**src/nlpc_pkg.sv**
```systemverilog
// ----------------------------------------------------------------------------
// nlpc_pkg
// shared types, codes and sizes of the nearest leader clustering unit
// ----------------------------------------------------------------------------
package nlpc_pkg;

  localparam int MAX_CLUSTERS = 128;
  localparam int AW = (MAX_CLUSTERS > 1) ? $clog2(MAX_CLUSTERS) : 1;
  localparam int CW = $clog2(MAX_CLUSTERS + 1);

  localparam int IN_DW  = 136;
  localparam int OUT_DW = 144;

  typedef logic [AW-1:0] addr_t;
  typedef logic [CW-1:0] cnt_t;

  // request codes (decoder looks at bit 1 for reads)
  localparam logic [1:0] REQ_CLEAR = 2'd0;
  localparam logic [1:0] REQ_ADD   = 2'd1;
  localparam logic [1:0] REQ_READ  = 2'd2;

  // result status codes
  localparam logic [2:0] STAT_CREATED = 3'd0;
  localparam logic [2:0] STAT_MERGED  = 3'd1;
  localparam logic [2:0] STAT_CULLED  = 3'd2;
  localparam logic [2:0] STAT_CLEARED = 3'd3;
  localparam logic [2:0] STAT_READ_OK = 3'd4;
  localparam logic [2:0] STAT_EMPTY   = 3'd5;

  localparam logic [9:0] MEMBERS_MAX = 10'h3FF;

  typedef struct packed {
    logic [9:0]         members;
    logic [12:0]        effect;
    logic [2:0]         kind;
    logic [11:0]        weight;
    logic [7:0]         blue;
    logic [7:0]         green;
    logic [7:0]         red;
    logic signed [23:0] z;
    logic signed [23:0] y;
    logic signed [23:0] x;
  } entry_t;

  // controller to datapath
  typedef struct packed {
    logic capture;
    logic scan_issue;
    logic read_issue;
    logic finish;
  } cmd_t;

  // datapath to controller
  typedef struct packed {
    logic issue_done;
    logic pipe_busy;
    logic out_busy;
  } sts_t;

endpackage

```
**src/nlpc_ctrl.sv**
```systemverilog
// ----------------------------------------------------------------------------
// nlpc_ctrl
// sequencer: accept, scan the table or read a slot, drain the distance pipe, finish
// ----------------------------------------------------------------------------
module nlpc_ctrl (
  input  logic          clk_i,
  input  logic          rst_ni,
  input  logic          in_valid_i,
  input  logic [1:0]    in_req_i,
  output logic          in_ready_o,
  output nlpc_pkg::cmd_t cmd_o,
  input  nlpc_pkg::sts_t sts_i
);
  import nlpc_pkg::*;

  localparam logic [2:0] S_IDLE  = 3'd0;
  localparam logic [2:0] S_SCAN  = 3'd1;
  localparam logic [2:0] S_DRAIN = 3'd2;
  localparam logic [2:0] S_READ  = 3'd3;
  localparam logic [2:0] S_FIN   = 3'd4;

  logic [2:0] state_q, state_d;

  always_comb begin
    state_d    = state_q;
    cmd_o      = '0;
    in_ready_o = 1'b0;
    case (state_q)
      S_IDLE: begin
        in_ready_o = 1'b1;
        if (in_valid_i) begin
          cmd_o.capture = 1'b1;
          if (in_req_i == REQ_CLEAR) begin
            state_d = S_FIN;
          end else if (in_req_i[1]) begin
            state_d = S_READ;
          end else begin
            state_d = S_SCAN;
          end
        end
      end
      S_SCAN: begin
        if (sts_i.issue_done) begin
          state_d = S_DRAIN;
        end else begin
          cmd_o.scan_issue = 1'b1;
        end
      end
      S_DRAIN: begin
        if (!sts_i.pipe_busy) begin
          state_d = S_FIN;
        end
      end
      S_READ: begin
        cmd_o.read_issue = 1'b1;
        state_d = S_FIN;
      end
      S_FIN: begin
        if (!sts_i.out_busy) begin
          cmd_o.finish = 1'b1;
          state_d = S_IDLE;
        end
      end
      default: state_d = S_IDLE;
    endcase
  end

  always_ff @(posedge clk_i or negedge rst_ni) begin
    if (!rst_ni) begin
      state_q <= S_IDLE;
    end else begin
      state_q <= state_d;
    end
  end

endmodule

```
**config.mk**
```make
export PLATFORM = sky130hd
export DESIGN_NAME = nlpc_ctrl
export DESIGN_NICKNAME = d
export VERILOG_FILES = /design/src/nlpc_pkg.sv /design/src/nlpc_ctrl.sv
export SDC_FILE = /design/constraint.sdc
export NUM_CORES = 1
export LEC_CHECK = 0
export BUFFER_PORTS_ARGS = -buffer_cell sky130_fd_sc_hd__buf_2
export CAP_MARGIN = 20
export CORE_AREA = 2 2 39 41
export CTS_CLUSTER_SIZE = 8
export DETAILED_ROUTE_END_ITERATION = 12
export DIE_AREA = 0 0 41 43
export GPL_ROUTABILITY_DRIVEN = 0
export GPL_TIMING_DRIVEN = 0
export PLACE_DENSITY = 0.49
export SETUP_SLACK_MARGIN = 0.05
export SYNTH_ARGS = -nofsm -noshare
export SYNTH_HDL_FRONTEND = slang
export SYNTH_SLANG_ARGS = --single-unit
```
**constraint.sdc**
```tcl
create_clock -name clk_i -period 1.2 [get_ports clk_i]
set_input_delay 0.18 -clock clk_i [delete_from_list [all_inputs] [get_ports clk_i]]
set_output_delay 0.18 -clock clk_i [all_outputs]
set_load 0.02 [all_outputs]
```
## Word-level counts from Yosys, hierarchy flattened

Cells that the tools add are included.

| cells by class | value |
|---|---|
| equality and inequality tests | 8 |
| reductions and logical operators | 3 |
| muxes and demuxes | 15 |

Operators with widths:

| kind | number |
|---|---|
| 2-to-1 mux 3 bit | 5 |
| case mux 3 bit (5 select lines) | 1 |
| 2-to-1 mux 1 bit | 8 |
| inequality test 2 bit, second input constant | 4 |
| == test 3 x 2 -> 1 bit, second input constant | 2 |
| AND reduction 4 bit | 1 |
| == test 3 x 1 -> 1 bit, second input constant | 1 |
| == test 3 bit, second input constant | 1 |
| zero test 3 bit | 1 |
| zero test 2 bit | 1 |
| 2-to-1 mux 2 bit | 1 |

| word-level totals | value |
|---|---|
| bits of input ports | 8 |
| output and inout port bits | 5 |
| bits in registers | 3 |

## Depth between registers and ports, before layout

Gate-level depths: netlist of run 1.

| logic depth | value |
|---|---|
| word-level depth | 4 |
| depth in mapped cells | 3 |
| mapped depth without buffers | 3 |

## Worst setup path after synthesis of run 1

OpenSTA, ideal clock, no wires.

| timing | value |
|---|---|
| path type | flip-flop to output port |
| from | register state_q[1] |
| to | output port cmd_o[0] in the netlist's numbering |
| stages on the path, launching flop included | 4 |
| path buffers | 1 |
| required time | 1020 ps |
| arrival | 1081 ps |
| setup slack | -61 ps |
| cells stage by stage | dfrtp_1 buf_2 nor3b_1 nor2b_1 |

RTL lines:

| what | line | RTL |
|---|---|---|
| start, declared | nlpc_ctrl.sv:22 | `logic [2:0] state_q, state_d;` |
| start signal, assigned | nlpc_ctrl.sv:72 | `state_q <= state_d;` |
| end, declared | nlpc_ctrl.sv:11 | `output nlpc_pkg::cmd_t cmd_o,` |

==> qor.csv, run 1 <==
stage,metric,value,unit
global_route,grtUsageTotal,7.422,%
power,power_switching_share,38.02,%
synthesis,synth.lib_cells_used.distinct,15,
power,power.clock.fraction,18.1,%
timing,final_critical_path_setup_slack,-0.1873,ns
status,status,"complete, but fails checks",
cells_and_area,area_growth,107.8,%
timing,max_freq,720.8,MHz
setup_path,critical_path.cell_chain,"nor2b_4, nor3b_4, buf_6",
power,p_per_area,2203,nW/um^2
setup_path,timing.critical_path.buf_inv,1,
min_path,endpoint_of_the_worst_hold_timing_path,state_q[2]$_DFFE_PN0P_,
setup_path,worst_ep_arrival_time,1.21,ns
die,io_pins,13,
timing,holdWs,0.2474,ns
cts,ctsLongestPathBuffers,2,
power,sequentialPowerShare,23.5,%
power,leak,0.2006,nW
synthesis,synth_sequential_area_ratio,35.93,%
cells_and_area,finalCoreUtilization,31.37,%
setup_path,timing.reg2reg.setup_slack,-0.02,ns
cts,tritoncts.num_buffers,3,
global_route,grt_pass1_vias,245,
die,core-area,1384,sq um
timing,unrepaired_setup_endpoints_after_global_routing,yes,
cts,htree_num_levels,1,
synthesis,synth_flop_cell,dfrtp_1,
timing,finalHoldViolCount,0,
cells_and_area,largest_register,state_q,
cts,clkSinkCount,3,
placed_design,dpl_worst_slack,-0.09181,ns
setup_path,required,1.02,ns
timing,skew,0.0001447,ns
global_route,maximum_number_of_pins_on_one_net_before_global_route_repair,8,
timing,setup_tns,-0.5682,ns
cts,worst_skew_pair_later_pin_latency,0.23,ns
timing,slew_headroom,84.70,%
status,failed_checks,setup timing,
timing,setup_violations_final,6,
synthesis,synth_enable_flop_cells,0,
synthesis,synth.top_cells.by_count,"dfrtp_1, nor3_1, nor2b_1, nor3b_1",
route,dr_wl_met2,303,microns
die,area_of_the_die,1763,sq um
synthesis,synth-seq-cells,3,
timing,timing_max_transition_violations_final,0,
route,drt_wl_total,635,microns
flow_run,max_cap_violations,0,
synthesis,dominant_cell_type_by_area_after_synthesis,dfrtp_1,
setup_path,crit_slowest_cell,dfrtp_2,
route,post-route-drc-count,0,
route,sum_of_met3_wire_segment_lengths_after_detailed_routing,66,microns
timing,share_of_the_clock_period_used_by_the_worst_path_after_layout,115.6,%
setup_path,maximum_net_fanout_on_the_critical_path,7,
setup_path,rr_startpoint,state_q[0]$_DFFE_PN0P_,
cells_and_area,insertedDiodeCount,0,
cells_and_area,largest_register_ff_count,3,
route,routed_via_density,4.167,
route,routedWlPerCell,10.58,microns
route,detail_route.wirelength.met1,265,microns
setup_path,crit_path_start_kind,flip-flop,
power,power.internal,0.0005927,W
die,die_span_in_y,43,microns
cts,tritoncts_clock_tree,built,
synthesis,synth_area_leaders,"dfrtp_1, nor3b_4, nor3_1, nor3b_1, nor2b_1",
cts,clock_root_buffer,clkbuf_4,
min_path,worstHoldPathType,input port to flip-flop,
synthesis,yosysWarningCount,0,
power,finalPower,0.0009563,W
route,drt_iter0_drc,1,
die,die_width,41,microns
synthesis,yosys.area.top_type_share,35.93,%
route,topRoutingLayerUsed,met3,
global_route,grt_antenna_before_repair,0,
setup_path,r2r.worst_path.cells,5,
global_route,grt_overflow_total,0,
setup_path,cp_top_family,flip-flops,
die,initial_core_util,15.10,%
route,vias,250,
min_path,timing.hold.worst.start,sts_i[0],
setup_path,critical_path.max_stage_delay,0.47,ns
power,total_net_switching_power,0.0003636,W
synthesis,avgSynthCellArea,9.950,sq um
setup_path,r2r_end,state_q[1]$_DFFE_PN0P_,
setup_path,critPathKind,flip-flop to output port,
synthesis,synthesis.nets,29,
die,row_count,14,
timing,max_slew.worst_pin.slew,0.2295,ns
synthesis,post_synth_instance_area,209.0,sq um
cells_and_area,post_route_cells_drive_above_1_share,70.45,%
power,power_frac_comb,58.4,%
timing,post-route-min-period,1.387,ns
placed_design,io_buffer_count,12,
power,vdd_ir_drop_max,0.0008136,V
cells_and_area,fillers,154,
cells_and_area,top_regs,state_q (3),
route,drt_pass1_iterations,4,
synthesis,postSynth.asyncResetShare,100.0,%
route,postRouteAntennaNets,0,
synthesis,synthesis.instances,21,
setup_path,end_kind,output port,
global_route,grt_first_pass_wirelength,876,microns
cells_and_area,finalNetCount,53,
cts,clk_pin_slew,0.03,ns
min_path,worstHoldPathCells,2,
==> layer usage <==
metal  GRT usage, %  vias up
li1               -      125
met1          8.974      113
met2          10.63       12
met3          1.571        0
met4          6.000        0
met5              0        -
==> through the flow <==
stage               cell area, sq um  instances
finish                         434.2         60
global route                   434.2         60
CTS                            394.1         58
detailed placement             296.5         49
global placement               296.5         49
floorplan                      216.5         21
==> power groups by stage <==
stage	Combinational, W	Sequential (W)	Clock [W]
after detailed placement	0.000362	0.000203	0
after CTS	0.000484	0.000214	0.000185
final	0.000559	0.000225	0.000173
after floorplan	0.000274	0.000189	0
after global placement	0.000359	0.000204	0
after global routing	0.000594	0.000229	0.000189
==> how the worst max path moves through the flow <==
stage	startpoint	endpoint	slack [ns]	depth (start not counted)
floorplan	state_q[1]$_DFFE_PN0P_	cmd_o[2]	0.03	2
global placement	state_q[2]$_DFFE_PN0P_	cmd_o[0]	-0.09	3
detailed placement	state_q[1]$_DFFE_PN0P_	cmd_o[0]	-0.09	4
CTS	state_q[0]$_DFFE_PN0P_	cmd_o[0]	-0.19	3
global route	state_q[0]$_DFFE_PN0P_	cmd_o[3]	-0.24	3
finish	state_q[0]$_DFFE_PN0P_	cmd_o[3]	-0.19	3
==> worst reg2reg max path: cells and delay by family, from the launching register on <==
kind / cells / cell delay [ns]
AOI/OAI and AO/OA: 1 / 0.23
and+or+nand+nor: 2 / 0.15
buffers and inverters: 2 / 0.26
DFF: 1 / 0.46
==> layout make-up <==
cell class	count	area, sq um	share of cell area, %
clock buffer	4	26.28	6.052
sequential	3	77.57	17.87
buffer	1	11.26	2.594
multi-input combinational	17	161.4	37.18
tap	16	20.02	4.611
timing repair buffer	19	137.6	31.70
==> logic make-up after synthesis <==
family          after synthesis  synth area share [%]
compound gates                4                 14.97
buf+inv                       1                 2.393
flops                         3                 35.93
simple gates                 13                 46.70
==> cells in the final DEF, fill, tap and decap left out <==
cell type | synthesis | final
a221o_1 | 1 | 1
dfrtp_1 | 3 | 1
nor3b_2 | 0 | 1
buf_4 | 0 | 5
clkbuf_1 | 0 | 1
buf_6 | 0 | 5
o21ai_2 | 0 | 1
nand2b_1 | 1 | 1
nor3_1 | 3 | 3
nor2_1 | 1 | 1
a221oi_1 | 1 | 1
buf_2 | 1 | 9
a211oi_1 | 1 | 1
dlygate4sd3_1 | 0 | 1
nor3b_4 | 1 | 2
and2b_1 | 1 | 1
nor2b_1 | 2 | 1
dfrtp_2 | 0 | 2
clkbuf_4 | 0 | 3
and3b_2 | 1 | 1
nor2b_4 | 0 | 2
==> what timing repair did <==
action,in CTS,in global routing
pin swaps,1,2
resized for setup,10,7
endpoints found under the setup margin,5,7
hold endpoints to repair,3,0
hold buffers,1,0
setup buffers,4,2
(Power assumes the default switching activity.)
==> run 2: changes to the inputs <==
--- a/config.mk
+++ b/config.mk
@@ -8,6 +8,7 @@
 export BUFFER_PORTS_ARGS = -buffer_cell sky130_fd_sc_hd__buf_2
 export CAP_MARGIN = 20
 export CORE_AREA = 2 2 39 41
+export CTS_BUF_LIST = sky130_fd_sc_hd__clkbuf_8
 export CTS_CLUSTER_SIZE = 8
 export DETAILED_ROUTE_END_ITERATION = 12
 export DIE_AREA = 0 0 41 43
@@ -15,6 +16,7 @@
 export GPL_TIMING_DRIVEN = 0
 export PLACE_DENSITY = 0.49
 export SETUP_SLACK_MARGIN = 0.05
+export SLEW_MARGIN = 15
 export SYNTH_ARGS = -nofsm -noshare
 export SYNTH_HDL_FRONTEND = slang
 export SYNTH_SLANG_ARGS = --single-unit
==> constraint.sdc (replaced) <==
create_clock -name clk_i -period 1.2 [get_ports clk_i]
set_input_delay 0.06 -clock clk_i [delete_from_list [all_inputs] [get_ports clk_i]]
set_output_delay 0.06 -clock clk_i [all_outputs]
set_load 0.02 [all_outputs]
==> run 2 against run 1 <==
The run still ends with setup timing left; via count down 8.0%; setup slack better by 0.15 ns; clock skew about the same; clock-buffer cell count down 1; non-clock buffer count down 3.
==> qor.csv, run 2 (synthesis results as in run 1) <==
stage,metric,value,unit,change
status,status,"complete, but fails checks",,
status,failed_checks,setup timing,,
die,initial_core_util,15.10,%,unchanged
power,p_per_area,2413,nW/um^2,+9.5%
route,drt_wl_total,558,microns,-12%
timing,final_critical_path_setup_slack,-0.03395,ns,+0.1534 ns
cells_and_area,most_frequent_cells_in_the_layout,"buf_2, buf_6, nor3_1, clkbuf_8, buf_4",,
global_route,grt_overflow_total,0,,unchanged
cts,worst_skew_pair_later_pin_latency,0.22,ns,about the same
route,routedWlPerCell,9.789,microns,-7.5%
global_route,grt_pass1_vias,238,,-2.9%
timing,setup_tns,-0.06853,ns,+0.4996 ns
global_route,grt_use_met3,4.712,%,+3.1 points
cts,clock_root_buffer,clkbuf_8,,
die,die_width,41,microns,unchanged
timing,slew_headroom,84.04,%,-0.66 points
timing,post-route-min-period,1.234,ns,-0.1534 ns
timing,skew,0.0002275,ns,+0.00008280 ns
die,row_count,14,,unchanged
route,postRouteAntennaNets,0,,unchanged
cts,htree_num_levels,1,,unchanged
route,drt_iter0_drc,1,,unchanged
cts,ctsLongestPathBuffers,2,,unchanged
setup_path,required,1.14,ns,+0.12 ns
cells_and_area,area_growth,97.61,%,
cells_and_area,insertedDiodeCount,0,,unchanged
placed_design,io_buffer_count,12,,unchanged
route,drt_pass1_iterations,3,,-1
cells_and_area,layout_commonest_cell,buf_2,,
die,die_span_in_y,43,microns,unchanged
global_route,grt_antenna_before_repair,0,,unchanged
cts,tritoncts_clock_tree,built,,
timing,max_freq,810.4,MHz,+12%
cells_and_area,largest_register_ff_count,3,,unchanged
global_route,grtUsageTotal,9.256,%,+1.8 points
global_route,grt_first_pass_wirelength,959,microns,+9.5%
global_route,grt_most_used_layer,met1,,
cells_and_area,post_route_cells_drive_above_1_share,63.41,%,-7.0 points
cts,tritoncts.num_buffers,3,,unchanged
global_route,maximum_number_of_pins_on_one_net_before_global_route_repair,9,,+1
power,leak,0.1899,nW,-5.4%
setup_path,critPathKind,flip-flop to output port,,
cells_and_area,finalNetCount,50,,-5.7%
timing,timing_max_transition_violations_final,0,,unchanged
global_route,groute.layer.met2.usage,10.63,%,unchanged
timing,max_slew.worst_pin.slew,0.2394,ns,+0.009847 ns
setup_path,worst_ep_arrival_time,1.17,ns,-0.04 ns
route,vias,230,,-8.0%
timing,finalHoldViolCount,0,,unchanged
cts,clk_pin_slew,0.03,ns,about the same
cts,clkSinkCount,3,,unchanged
flow_run,max_cap_violations,0,,unchanged
die,io_pins,13,,unchanged
timing,share_of_the_clock_period_used_by_the_worst_path_after_layout,102.8,%,-13 points
die,core-area,1384,sq um,unchanged
timing,unrepaired_setup_endpoints_after_global_routing,yes,,
route,routed_via_density,4.035,,-3.2%
power,vdd_ir_drop_max,0.0006716,V,-17%
setup_path,crit_path_start_kind,flip-flop,,
setup_path,maximum_net_fanout_on_the_critical_path,6,,-1
min_path,worstHoldPathType,input port to flip-flop,,
cells_and_area,top_regs,state_q (3),,
cells_and_area,largest_register,state_q,,
route,post-route-drc-count,0,,unchanged
global_route,use_met1,11.00,%,+2.0 points
die,area_of_the_die,1763,sq um,unchanged
timing,holdWs,0.1297,ns,-0.1178 ns
timing,setup_violations_final,3,,-3
setup_path,end_kind,output port,,
==> run 2: where the power goes <==
| part | internal (W) | switching, W | leakage [nW] |
|---|---|---|---|
| Clock | 0.000218 | 0.0000684 | 0.0269 |
| Sequential | 0.000149 | 0.0000695 | 0.0359 |
| Combinational | 0.000275 | 0.000216 | 0.127 |
| Total | 0.000642 | 0.000354 | 0.190 |
==> run 2: critical path, stage by stage, from the launching register on <==
cell     delay (ns)
dfrtp_2        0.45
nor2b_2        0.14
nor3b_4        0.22
buf_6          0.15
==> run 2: per-stage QoR <==
stage          instance area, sq um  total power [W]  setup WS (ns)  cells  util (%)
5_1_grt                       412.9         0.001073       -0.09227     57     29.84
2_1_floorplan                 209.0        0.0004530        0.05856     21         -
6_report                      412.9        0.0009962       -0.03395     57     29.84
3_3_place_gp                  289.0        0.0005545        0.06198     49     20.89
3_5_place_dp                  289.0        0.0005518        0.05816     49     20.89
4_1_cts                       395.4        0.0009638       -0.05684     57     28.57
==> run 2: what timing repair did <==
action,CTS,global route
hold buffers,1,0
buffers inserted,3,0
cloned,0,0
endpoints found under the setup margin,5,6
gates resized for setup,10,5
hold endpoints to repair,3,0
pin swaps,1,1
==> run 2: area by class of cell <==
type / count / area, sq um
Fill cell: 161 / 970.9
Sequential cell: 3 / 77.57
Clock buffer: 3 / 41.29
Clock inverter: 1 / 3.754
Timing Repair Buffer: 16 / 111.4
Tap cell: 16 / 20.02
Buffer: 1 / 11.26
Multi-Input combinational cell: 17 / 147.6
==> run 2: path summary, 6_finish.rpt <==
check,from,to,slack [ns],cells after the start
worst max-delay path,state_q[0]$_DFFE_PN0P_,cmd_o[3],-0.03,3
worst min-delay path,sts_i[0],state_q[2]$_DFFE_PN0P_,0.13,2
worst max register to register,state_q[0]$_DFFE_PN0P_,state_q[2]$_DFFE_PN0P_,0.09,3
worst min register to register,state_q[2]$_DFFE_PN0P_,state_q[0]$_DFFE_PN0P_,0.55,1
max in group asynchronous,rst_ni,state_q[0]$_DFFE_PN0P_,0.91,2
min in group asynchronous,rst_ni,state_q[2]$_DFFE_PN0P_,0.17,2
==> run 2: routing by layer <==
| metal | wire (microns) | up-vias | part of all wire [%] |
|---|---|---|---|
| met2 | 246 | 12 | 44 |
| met4 | 17 | 0 | 3.0 |
| met3 | 60 | 2 | 11 |
| met1 | 233 | 96 | 42 |
| li1 | - | 120 | - |
| met5 | 0 | - | 0 |
==> run 3: changes to the inputs <==
--- a/config.mk
+++ b/config.mk
@@ -8,7 +8,7 @@
 export BUFFER_PORTS_ARGS = -buffer_cell sky130_fd_sc_hd__buf_2
 export CAP_MARGIN = 20
 export CORE_AREA = 2 2 39 41
-export CTS_BUF_LIST = sky130_fd_sc_hd__clkbuf_8
+export CTS_BUF_LIST = sky130_fd_sc_hd__clkbuf_16
 export CTS_CLUSTER_SIZE = 8
 export DETAILED_ROUTE_END_ITERATION = 12
 export DIE_AREA = 0 0 41 43
==> run 3 against run 2 <==
The run still ends with setup timing left; core utilization increased by 2.4 points; cell count unchanged; maximum frequency decreased by 0.60%; wire length increased by 2.5%; sequential power about the same; combinational power about the same; critical path depth unchanged; critical path type unchanged; largest power group is now the clock network.
==> qor.csv, run 3 (synthesis results as in run 1) <==
stage,metric,value,unit,change
setup_path,end_kind,output port,,
cts,clock_root_buffer,clkbuf_16,,
timing,setup_violations_final,3,,unchanged
power,leak,0.2053,nW,+8.1%
timing,share_of_the_clock_period_used_by_the_worst_path_after_layout,103.4,%,+0.62 points
setup_path,timing.reg2reg.setup_slack,0.09,ns,about the same
timing,post-route-min-period,1.241,ns,+0.007422 ns
power,vdd_ir_drop_max,0.0009456,V,+41%
setup_path,r2r.worst_path.cells,3,,unchanged
setup_path,worst_ep_arrival_time,1.18,ns,about the same
cts,ctsLongestPathBuffers,2,,unchanged
die,area_of_the_die,1763,sq um,unchanged
route,routedWlPerCell,10.04,microns,+2.5%
placed_design,place.detailed.instances,49,,unchanged
cts,tritoncts.num_buffers,3,,unchanged
cts,clk_pin_slew,0.03,ns,about the same
timing,holdWs,0.1223,ns,-0.007373 ns
flow_run,max_cap_violations,0,,unchanged
global_route,grt_first_pass_wirelength,938,microns,-2.2%
timing,slew_headroom,84.04,%,about the same
route,drt_wl_total,572,microns,+2.5%
die,initial_core_util,15.10,%,unchanged
setup_path,r2r_end,state_q[2]$_DFFE_PN0P_,,
min_path,endpoint_of_the_worst_hold_timing_path,state_q[2]$_DFFE_PN0P_,,
min_path,worstHoldPathType,input port to flip-flop,,
cells_and_area,final_cell_count_no_fill,57,,unchanged
global_route,grt_antenna_before_repair,0,,unchanged
timing,max_freq,805.6,MHz,-0.60%
die,row_count,14,,unchanged
die,core-area,1384,sq um,unchanged
cells_and_area,most_frequent_cells_in_the_layout,"buf_2, buf_6, nor3_1, clkbuf_16, buf_4",,
setup_path,maximum_net_fanout_on_the_critical_path,6,,unchanged
cts,worst_skew_pair_later_pin_latency,0.22,ns,about the same
cts,htree_num_levels,1,,unchanged
die,die_span_in_y,43,microns,unchanged
power,finalPower,0.001232,W,+24%
global_route,maximum_number_of_pins_on_one_net_before_global_route_repair,9,,unchanged
timing,finalHoldViolCount,0,,unchanged
timing,skew,0.001328,ns,+0.001100 ns
setup_path,required,1.14,ns,about the same
route,post-route-drc-count,0,,unchanged
route,drt_iter0_drc,2,,+1
route,vias,231,,+0.43%
min_path,worstHoldPathCells,2,,unchanged
timing,unrepaired_setup_endpoints_after_global_routing,yes,,
cells_and_area,post_route_cells_drive_above_1_share,63.41,%,unchanged
cells_and_area,finalCoreUtilization,32.28,%,+2.4 points
cells_and_area,area_growth,113.8,%,
setup_path,critPathKind,flip-flop to output port,,
status,status,"complete, but fails checks",,
placed_design,io_buffer_count,12,,unchanged
min_path,timing.hold.worst.start,sts_i[0],,
timing,timing_max_transition_violations_final,0,,unchanged
route,postRouteAntennaNets,0,,unchanged
global_route,grt_overflow_total,0,,unchanged
timing,final_critical_path_setup_slack,-0.04137,ns,-0.007422 ns
global_route,grt_pass1_vias,229,,-3.8%
power,p_per_area,2759,nW/um^2,+14%
setup_path,worst_setup_path_startpoint,state_q[0]$_DFFE_PN0P_,,
die,io_pins,13,,unchanged
cells_and_area,top_regs,state_q (3),,
cells_and_area,largest_register,state_q,,
cells_and_area,insertedDiodeCount,0,,unchanged
cells_and_area,layout_commonest_cell,buf_2,,
route,drt_pass1_iterations,2,,-1
setup_path,crit_path_start_kind,flip-flop,,
global_route,grtUsageTotal,8.954,%,-0.30 points
die,die_width,41,microns,unchanged
timing,max_slew.worst_pin.slew,0.2394,ns,-0.00003302 ns
cells_and_area,largest_register_ff_count,3,,unchanged
setup_path,rr_startpoint,state_q[0]$_DFFE_PN0P_,,
route,routed_via_density,4.053,,+0.43%
cts,clkSinkCount,3,,unchanged
cells_and_area,finalNetCount,50,,unchanged
cts,tritoncts_clock_tree,built,,
status,failed_checks,setup timing,,
[run 3: cell counts in the layout (fill, tap and decap cells not counted)]
No cell type changed its count.
[run 3: final cells by class]
| type | count | area (sq um) |
|---|---|---|
| plain buffers | 1 | 11.26 |
| clock buffers | 3 | 75.07 |
| clock inverters | 1 | 3.754 |
| fillers | 156 | 937.1 |
| multi-input cells | 17 | 147.6 |
| flip-flops and latches | 3 | 77.57 |
| well taps | 16 | 20.02 |
| repair buffers | 16 | 111.4 |
[run 3: metrics by stage]
step                      worst slack, ns  cell area [sq um]  setup TNS [ns]
after floorplan                   0.05856              209.0               0
after global placement            0.06198              289.0               0
after detailed placement          0.05816              289.0               0
after CTS                        -0.06078              429.2        -0.07507
after global routing             -0.09513              446.7         -0.2529
final                            -0.04137              446.7        -0.09195
[run 3: worst max-delay path by stage]
stage,endpoint,slack (ns)
finish,cmd_o[3],-0.04
global route,cmd_o[3],-0.1
CTS,cmd_o[0],-0.06
detailed placement,cmd_o[0],0.06
global placement,cmd_o[0],0.06
floorplan,cmd_o[0],0.06
[run 3: what timing repair did]
action / in CTS / in global routing
resized for setup: 10 / 5
hold endpoints to repair: 3 / 0
setup endpoints to repair: 5 / 6
setup buffers: 3 / 0
pin swaps: 1 / 1
hold buffers: 1 / 0
gates cloned: 0 / 0
[run 3: routing by layer]
metal	GRT usage, %	vias to the layer above	part of all wire [%]
li1	-	119	-
met1	11.33	98	43
met2	10.31	12	44
met3	4.712	2	11
met4	8.000	0	1.4
met5	0	-	0
[run 3: worst max-delay path: stages (launching register included)]
cell,delay (ns)
dfrtp_2,0.45
nor2b_2,0.14
nor3b_4,0.22
buf_6,0.15
[run 3: where the power goes]
| group | leakage (nW) | switching (W) | internal [W] |
|---|---|---|---|
| clock network | 0.0423 | 0.0000905 | 0.000430 |
| registers | 0.0359 | 0.0000698 | 0.000149 |
| logic | 0.127 | 0.000219 | 0.000275 |
| total | 0.205 | 0.000379 | 0.000854 |
